### config.mk
export PLATFORM = sky130hd
export DESIGN_NAME = gtln_ctrl
export DESIGN_NICKNAME = d
export VERILOG_FILES = /design/src/sv/gtln_pkg.sv /design/src/sv/gtln_ctrl.sv
export SDC_FILE = /design/constraint.sdc
export NUM_CORES = 1
export LEC_CHECK = 0
export BUFFER_PORTS_ARGS = -buffer_cell sky130_fd_sc_hd__buf_2
export CORE_ASPECT_RATIO = 1.75
export CORE_MARGIN = 4
export CORE_UTILIZATION = 56
export CTS_BUF_LIST = sky130_fd_sc_hd__clkbuf_8
export CTS_CLUSTER_SIZE = 10
export DETAILED_ROUTE_END_ITERATION = 8
export PLACE_DENSITY = 0.84
export SYNTH_ARGS = -nofsm -noshare
export SYNTH_HDL_FRONTEND = slang
export SYNTH_SLANG_ARGS = --single-unit
export TNS_END_PERCENT = 1
### constraint.sdc
create_clock -name clk -period 3 [get_ports clk]
set_clock_uncertainty 0.2 [all_clocks]
set_input_delay 0.6 -clock clk [delete_from_list [all_inputs] [get_ports clk]]
set_output_delay 0.6 -clock clk [all_outputs]
set_load 0.03 [all_outputs]
### src/sv/gtln_pkg.sv
// ----------------------------------------------------------------------------
// gtln_pkg
// Shared types and constants of the geodetic to local NED converter: fixed
// point constants, controller command and status groups, operand codes.
// ----------------------------------------------------------------------------
package gtln_pkg;

	// Scale fractions and the Q62 unit
	localparam int SCALE_FRAC_BITS = 32;
	localparam int Q_BITS          = 62;
	localparam int SERIES_TERMS    = 12;
	localparam int NEWTON_STEPS    = 5;

	localparam logic [63:0] ONE_Q      = 64'h4000_0000_0000_0000;
	localparam logic [63:0] THREE_Q    = 64'hC000_0000_0000_0000;
	localparam logic [63:0] PI_Q62     = 64'hC90F_DAA2_2168_C234;
	localparam logic [63:0] HALF_TURN  = 64'd1800000000;
	localparam logic [63:0] SEMI_MM    = 64'd6378137000;
	localparam logic [63:0] INV_FLAT   = 64'd298257223563;
	localparam logic [30:0] LAT_LIMIT  = 31'd900000000;

	// Radians per 1e-7 degree in Q62
	localparam logic [63:0] K_Q = PI_Q62 / HALF_TURN;

	// Flattening in Q62, long division in two decimal steps
	localparam logic [63:0] F_Q0 = ONE_Q / INV_FLAT;
	localparam logic [63:0] F_R0 = ONE_Q % INV_FLAT;
	localparam logic [63:0] F_Q1 = F_Q0 * 64'd10000 + (F_R0 * 64'd10000) / INV_FLAT;
	localparam logic [63:0] F_R1 = (F_R0 * 64'd10000) % INV_FLAT;
	localparam logic [63:0] F_Q  = F_Q1 * 64'd100000 + (F_R1 * 64'd100000) / INV_FLAT;

	// Rounded Q62 product of two constants
	function automatic logic [63:0] mulq_const(input logic [63:0] a, input logic [63:0] b);
		logic [127:0] p;
		p = {64'd0, a} * {64'd0, b};
		p = p + (128'd1 << (Q_BITS - 1));
		return p[Q_BITS +: 64];
	endfunction

	// Eccentricity squared
	localparam logic [63:0] E2_Q = (F_Q << 1) - mulq_const(F_Q, F_Q);

	// Product shift choices of the multiplier
	typedef enum logic [1:0] {
		SH_LOW,
		SH_Q,
		SH_RAD,
		SH_FRAC
	} shift_t;

	// Multiplier operand codes
	typedef enum logic [4:0] {
		SRC_ANG,
		SRC_K,
		SRC_X,
		SRC_X2,
		SRC_TERM,
		SRC_S,
		SRC_C,
		SRC_T,
		SRC_E2,
		SRC_W,
		SRC_Y,
		SRC_SEMI,
		SRC_RAD,
		SRC_NS,
		SRC_ES,
		SRC_DLAT,
		SRC_DLON
	} src_t;

	// Register updates applied by the datapath
	typedef enum logic [4:0] {
		ACT_NONE,
		ACT_CAPTURE,
		ACT_SET_X,
		ACT_SET_X2,
		ACT_SER_ACC,
		ACT_INIT_COS,
		ACT_CLAMP,
		ACT_SET_T,
		ACT_SET_W,
		ACT_NEWT_T,
		ACT_SET_Y,
		ACT_SET_RAD,
		ACT_SET_NS,
		ACT_SET_ES,
		ACT_ORIGIN_OUT,
		ACT_SET_NORTH,
		ACT_SET_EAST,
		ACT_FINISH
	} act_t;

	typedef enum logic [4:0] {
		ST_IDLE,
		ST_ANGLE,
		ST_SQX,
		ST_SER_MUL,
		ST_SER_DIV,
		ST_COS_INIT,
		ST_CLAMP,
		ST_SS,
		ST_E2S,
		ST_NY2,
		ST_NW,
		ST_NY,
		ST_NMM,
		ST_NS,
		ST_ES,
		ST_ORIGIN,
		ST_NORTH,
		ST_EAST,
		ST_FINISH
	} state_t;

	typedef struct packed {
		logic       mul_go;
		src_t       src_a;
		src_t       src_b;
		shift_t     shift;
		logic       div_go;
		act_t       act;
		logic [3:0] iter;
		logic       cos_phase;
	} cmd_t;

	typedef struct packed {
		logic ref_valid;
		logic mul_done;
		logic div_done;
		logic out_free;
	} status_t;

endpackage

### src/sv/gtln_ctrl.sv
// ----------------------------------------------------------------------------
// gtln_ctrl
// Sequencer: steps the multiplier and divider through the scale derivation
// on the first fix and through the offset products on later fixes.
// ----------------------------------------------------------------------------
module gtln_ctrl (
	input  logic              clk,
	input  logic              arst_n,
	input  logic              in_valid,
	output logic              in_stall,
	input  gtln_pkg::status_t status,
	output gtln_pkg::cmd_t    cmd
);

	gtln_pkg::state_t state_q;
	gtln_pkg::state_t state_d;
	logic [3:0]       iter_q;
	logic [3:0]       iter_d;
	logic             cos_q;
	logic             cos_d;
	logic             issued_q;
	logic             issued_d;

	always_ff @(posedge clk or negedge arst_n) begin
		if (!arst_n) begin
			state_q  <= gtln_pkg::ST_IDLE;
			iter_q   <= '0;
			cos_q    <= 1'b0;
			issued_q <= 1'b0;
		end else begin
			state_q  <= state_d;
			iter_q   <= iter_d;
			cos_q    <= cos_d;
			issued_q <= issued_d;
		end
	end

	// Next state and commands
	always_comb begin
		state_d       = state_q;
		iter_d        = iter_q;
		cos_d         = cos_q;
		in_stall      = 1'b1;
		cmd.mul_go    = 1'b0;
		cmd.src_a     = gtln_pkg::SRC_X;
		cmd.src_b     = gtln_pkg::SRC_X;
		cmd.shift     = gtln_pkg::SH_Q;
		cmd.div_go    = 1'b0;
		cmd.act       = gtln_pkg::ACT_NONE;
		cmd.iter      = iter_q;
		cmd.cos_phase = cos_q;
		unique case (state_q)
			gtln_pkg::ST_IDLE: begin
				in_stall = 1'b0;
				if (in_valid) begin
					cmd.act = gtln_pkg::ACT_CAPTURE;
					state_d = status.ref_valid ? gtln_pkg::ST_NORTH : gtln_pkg::ST_ANGLE;
				end
			end
			gtln_pkg::ST_ANGLE: begin
				cmd.src_a  = gtln_pkg::SRC_ANG;
				cmd.src_b  = gtln_pkg::SRC_K;
				cmd.shift  = gtln_pkg::SH_LOW;
				cmd.mul_go = !issued_q;
				if (status.mul_done) begin
					cmd.act = gtln_pkg::ACT_SET_X;
					state_d = gtln_pkg::ST_SQX;
				end
			end
			gtln_pkg::ST_SQX: begin
				cmd.mul_go = !issued_q;
				if (status.mul_done) begin
					cmd.act = gtln_pkg::ACT_SET_X2;
					iter_d  = 4'd1;
					cos_d   = 1'b0;
					state_d = gtln_pkg::ST_SER_MUL;
				end
			end
			gtln_pkg::ST_SER_MUL: begin
				cmd.src_a  = gtln_pkg::SRC_TERM;
				cmd.src_b  = gtln_pkg::SRC_X2;
				cmd.mul_go = !issued_q;
				if (status.mul_done) begin
					cmd.div_go = 1'b1;
					state_d    = gtln_pkg::ST_SER_DIV;
				end
			end
			gtln_pkg::ST_SER_DIV: begin
				if (status.div_done) begin
					cmd.act = gtln_pkg::ACT_SER_ACC;
					if (iter_q == 4'(gtln_pkg::SERIES_TERMS)) begin
						state_d = cos_q ? gtln_pkg::ST_CLAMP : gtln_pkg::ST_COS_INIT;
					end else begin
						iter_d  = iter_q + 4'd1;
						state_d = gtln_pkg::ST_SER_MUL;
					end
				end
			end
			gtln_pkg::ST_COS_INIT: begin
				cmd.act = gtln_pkg::ACT_INIT_COS;
				iter_d  = 4'd1;
				cos_d   = 1'b1;
				state_d = gtln_pkg::ST_SER_MUL;
			end
			gtln_pkg::ST_CLAMP: begin
				cmd.act = gtln_pkg::ACT_CLAMP;
				state_d = gtln_pkg::ST_SS;
			end
			gtln_pkg::ST_SS: begin
				cmd.src_a  = gtln_pkg::SRC_S;
				cmd.src_b  = gtln_pkg::SRC_S;
				cmd.mul_go = !issued_q;
				if (status.mul_done) begin
					cmd.act = gtln_pkg::ACT_SET_T;
					state_d = gtln_pkg::ST_E2S;
				end
			end
			gtln_pkg::ST_E2S: begin
				cmd.src_a  = gtln_pkg::SRC_E2;
				cmd.src_b  = gtln_pkg::SRC_T;
				cmd.mul_go = !issued_q;
				if (status.mul_done) begin
					cmd.act = gtln_pkg::ACT_SET_W;
					iter_d  = 4'd0;
					state_d = gtln_pkg::ST_NY2;
				end
			end
			gtln_pkg::ST_NY2: begin
				cmd.src_a  = gtln_pkg::SRC_Y;
				cmd.src_b  = gtln_pkg::SRC_Y;
				cmd.mul_go = !issued_q;
				if (status.mul_done) begin
					cmd.act = gtln_pkg::ACT_SET_T;
					state_d = gtln_pkg::ST_NW;
				end
			end
			gtln_pkg::ST_NW: begin
				cmd.src_a  = gtln_pkg::SRC_W;
				cmd.src_b  = gtln_pkg::SRC_T;
				cmd.mul_go = !issued_q;
				if (status.mul_done) begin
					cmd.act = gtln_pkg::ACT_NEWT_T;
					state_d = gtln_pkg::ST_NY;
				end
			end
			gtln_pkg::ST_NY: begin
				cmd.src_a  = gtln_pkg::SRC_Y;
				cmd.src_b  = gtln_pkg::SRC_T;
				cmd.mul_go = !issued_q;
				if (status.mul_done) begin
					cmd.act = gtln_pkg::ACT_SET_Y;
					if (iter_q == 4'(gtln_pkg::NEWTON_STEPS - 1)) begin
						state_d = gtln_pkg::ST_NMM;
					end else begin
						iter_d  = iter_q + 4'd1;
						state_d = gtln_pkg::ST_NY2;
					end
				end
			end
			gtln_pkg::ST_NMM: begin
				cmd.src_a  = gtln_pkg::SRC_SEMI;
				cmd.src_b  = gtln_pkg::SRC_Y;
				cmd.mul_go = !issued_q;
				if (status.mul_done) begin
					cmd.act = gtln_pkg::ACT_SET_RAD;
					state_d = gtln_pkg::ST_NS;
				end
			end
			gtln_pkg::ST_NS: begin
				cmd.src_a  = gtln_pkg::SRC_RAD;
				cmd.src_b  = gtln_pkg::SRC_K;
				cmd.shift  = gtln_pkg::SH_RAD;
				cmd.mul_go = !issued_q;
				if (status.mul_done) begin
					cmd.act = gtln_pkg::ACT_SET_NS;
					state_d = gtln_pkg::ST_ES;
				end
			end
			gtln_pkg::ST_ES: begin
				cmd.src_a  = gtln_pkg::SRC_NS;
				cmd.src_b  = gtln_pkg::SRC_C;
				cmd.mul_go = !issued_q;
				if (status.mul_done) begin
					cmd.act = gtln_pkg::ACT_SET_ES;
					state_d = gtln_pkg::ST_ORIGIN;
				end
			end
			gtln_pkg::ST_ORIGIN: begin
				if (status.out_free) begin
					cmd.act = gtln_pkg::ACT_ORIGIN_OUT;
					state_d = gtln_pkg::ST_IDLE;
				end
			end
			gtln_pkg::ST_NORTH: begin
				cmd.src_a  = gtln_pkg::SRC_DLAT;
				cmd.src_b  = gtln_pkg::SRC_NS;
				cmd.shift  = gtln_pkg::SH_FRAC;
				cmd.mul_go = !issued_q;
				if (status.mul_done) begin
					cmd.act = gtln_pkg::ACT_SET_NORTH;
					state_d = gtln_pkg::ST_EAST;
				end
			end
			gtln_pkg::ST_EAST: begin
				cmd.src_a  = gtln_pkg::SRC_DLON;
				cmd.src_b  = gtln_pkg::SRC_ES;
				cmd.shift  = gtln_pkg::SH_FRAC;
				cmd.mul_go = !issued_q;
				if (status.mul_done) begin
					cmd.act = gtln_pkg::ACT_SET_EAST;
					state_d = gtln_pkg::ST_FINISH;
				end
			end
			gtln_pkg::ST_FINISH: begin
				if (status.out_free) begin
					cmd.act = gtln_pkg::ACT_FINISH;
					state_d = gtln_pkg::ST_IDLE;
				end
			end
			default: state_d = gtln_pkg::ST_IDLE;
		endcase
		// Track an outstanding multiply
		if (cmd.mul_go) begin
			issued_d = 1'b1;
		end else if (status.mul_done) begin
			issued_d = 1'b0;
		end else begin
			issued_d = issued_q;
		end
	end

endmodule

==> impl_metrics.json <==
{
  "period_share_pct": 93.53,
  "synth-main-ff-cell": "dfrtp_1",
  "layout.nets": 240,
  "drv_cap": 0,
  "cts_root_buf": "clkbuf_8",
  "ant_nets": 0,
  "fmax_mhz": 356.4,
  "antenna_found_initial": 0,
  "postSynthAreaPerCell_sq_um": 7.110,
  "portBuffers": 30,
  "hpwl_mm": 3.384,
  "clkTransAtPathRegs_ns": 0.05,
  "worstPathArrival_ns": 2.01,
  "powerDensity_nw_per_um2": 1273,
  "io_pins": 32,
  "n_fill_cell": 226,
  "antenna_cells": 0,
  "gr-total-overflow": 0,
  "hold_violations": 0,
  "yosys_warnings": 0,
  "die_w_um": 46.57,
  "remaining_drc_errors": 0,
  "synth-edff-count": 0,
  "regToRegSetupSlack_ns": 0.45,
  "synth-seq-cells": 11,
  "postSynth.asyncResetShare_pct": 100.0,
  "internal_power_uw": 873.7,
  "ys_seq_area_share_pct": 18.88,
  "clock_path_buffers": 2,
  "grt_pass1_vias": 1542,
  "gp_congestion": 1.034,
  "cp-end-kind": "output pin",
  "drive_gt1_share_pct": 24.35,
  "area_growth_pct": 13.48,
  "routed_wl_mm": 4.452,
  "cts.sinks": 11,
  "routed_via_density": 6.715,
  "setup_viol": 0,
  "synth_nets": 214,
  "critPathLaunchType": "flip-flop",
  "synth_area_sq_um": 1458,
  "yosys-top-cells-area": "dfrtp_1, nand2_1, o21ai_0",
  "worstPathRequired_ns": 2.20,
  "clock_latency_ns": 0.25,
  "p_clk_share_pct": 7.2,
  "post_drt_wl_per_cell_um": 17.39,
  "finalSetupTns_ns": 0,
  "p_comb_share_pct": 79.3,
  "hold_class": "input pin to async pin",
  "cts_buffers": 3,
  "power.switching_mw": 1.232,
  "grt_max_degree": 31,
  "die-area_sq_um": 3515,
  "synthDistinctLibCells": 58,
  "rows": 24,
  "switching_share_pct": 58.51,
  "run_status": "finished clean",
  "cts_tree": "yes",
  "slew_headroom_pct": 61.85,
  "grt_pass1_wl_mm": 7.065,
  "synth_top_area_cell": "dfrtp_1",
  "synth_top_area_share_pct": 18.88,
  "peakVddDrop_mv": 0.5881,
  "die_h_um": 75.49,
  "drt_pass1_iterations": 5,
  "postSynthCellCount": 205,
  "ctsHtreeMaxLevel": 1,
  "fin_crit_ns": 2.806,
  "crit_type": "flip-flop to output pin",
  "p_seq_share_pct": 13.5,
  "start_util_pct": 58.48,
  "worstPathMaxFanout": 15,
  "rsz0062_at_grt": "no",
  "design.core.area_sq_um": 2492,
  "grt_use_total_pct": 27.54,
  "leakage_nw": 0.7434,
  "worst_pin_slew_ns": 0.5711,
  "vias": 1719,
  "finalMaxSlewViolations": 0,
  "hold_ws_ns": 0.02089,
  "drt_iter0_drc": 90
}
-- cell usage in the layout (no fill, tap or decap), types with 3 or more instances in the layout --
cell type / Yosys / layout
a21oi_1: 14 / 14
a31oi_1: 3 / 3
buf_2: 9 / 30
buf_4: 3 / 11
clkbuf_8: 0 / 3
dfrtp_1: 11 / 10
inv_1: 11 / 11
nand2_1: 22 / 22
nand2b_1: 7 / 7
nand3_1: 11 / 11
nor2_1: 18 / 18
nor2b_1: 4 / 4
nor3_1: 5 / 5
o21ai_0: 15 / 15
o22a_1: 4 / 4
o22ai_1: 4 / 4
or4_1: 4 / 4
-- what timing repair did --
| action | in CTS | in global routing |
|---|---|---|
| hold buffers | 0 | 0 |
| setup endpoints to repair | 0 | 2 |
| resized for setup | 0 | 3 |
| setup buffers | 0 | 0 |
-- Yosys cell counts (all sizes together), types with 2 or more instances --
master / number
o311ai: 2
o22a: 4
o21bai: 2
mux2i: 2
nor2: 18
nor3: 5
nand3: 11
ha: 2
inv: 11
or4: 4
nand2: 23
a22oi: 2
o31ai: 3
dfrtp: 11
nor2b: 4
a2111oi: 2
buf: 17
o22ai: 4
and2: 2
clkbuf: 3
o221ai: 2
a21o: 2
o21ai: 17
mux2: 2
a31oi: 3
or2: 2
a2bb2oi: 2
a21oi: 14
nand2b: 7
nor4b: 2
-- worst paths after layout --
check,from,to,cells past startpoint
min in group clk,issued_q,issued_q,1
min,arst_n,state_q[0],1
max,state_q[4],cmd[5],6
max in group asynchronous,arst_n,state_q[3],1
max reg2reg,state_q[1],state_q[2],7
min reg2reg,issued_q,issued_q,1
-- per-layer routing --
metal	vias to the layer above	part of all wire, %	global-route usage [%]
met3	28	9.8	2.600
met1	769	34	30.70
met5	-	0	0
li1	794	-	-
met2	128	50	46.17
met4	0	5.7	20.89
-- worst max-delay path, cell delays in order (launching register included) --
cell and delay, ns:
dfrtp_1 0.60, nand2b_1 0.21, o21ai_1 0.08, nor2_1 0.10, a2111oi_0 0.06, or4_1 0.51, buf_2 0.19
-- kinds of logic (layout without fill, tap and decap cells) --
family,after synthesis,in the layout,share of synthesized area [%]
simple gates,85,85,30.04
compound gates,69,69,32.88
buf+inv,31,56,11.59
flops,11,11,18.88
mux,4,4,3.434
fa+ha+maj,2,2,1.716
xor+xnor,2,2,1.202
other cells,1,1,0.2573
-- sequential cells by signal, summed over array words and instances, names as in the netlist --
name	cells
state_q	5
iter_q	4
cos_q	1
issued_q	1
-- per-stage QoR --
stage / worst slack [ns] / instance area [sq um] / power [mW] / utilization [%] / instances
final: 0.1942 / 1654 / 2.106 / 66.37 / 256
after global routing: 0.03636 / 1654 / 2.252 / 66.37 / 256
after CTS: 0.1724 / 1642 / 2.081 / 65.86 / 256
after detailed placement: 0.4453 / 1595 / 1.920 / 64.01 / 252
after global placement: 0.4483 / 1595 / 1.912 / 64.01 / 252
after floorplan: 0.3240 / 1458 / 1.572 / - / 205
-- area by class of cell --
class	instances	area (sq um)	share of cell area, %
Inverter	11	41.29	2.496
Clock buffer	3	41.29	2.496
Sequential cell	11	276.5	16.72
Clock inverter	1	5.005	0.3026
Multi-Input combinational cell	163	1025	61.95
Tap cell	26	32.53	1.967
Timing Repair Buffer	41	232.7	14.07
-- power groups by stage --
stage	sequential [mW]	clock, mW	combinational, mW
after CTS	0.280	0.156	1.65
after global routing	0.295	0.162	1.80
after floorplan	0.271	0	1.30
after global placement	0.279	0	1.63
final	0.285	0.152	1.67
after detailed placement	0.281	0	1.64
(Power assumes the default switching activity.)
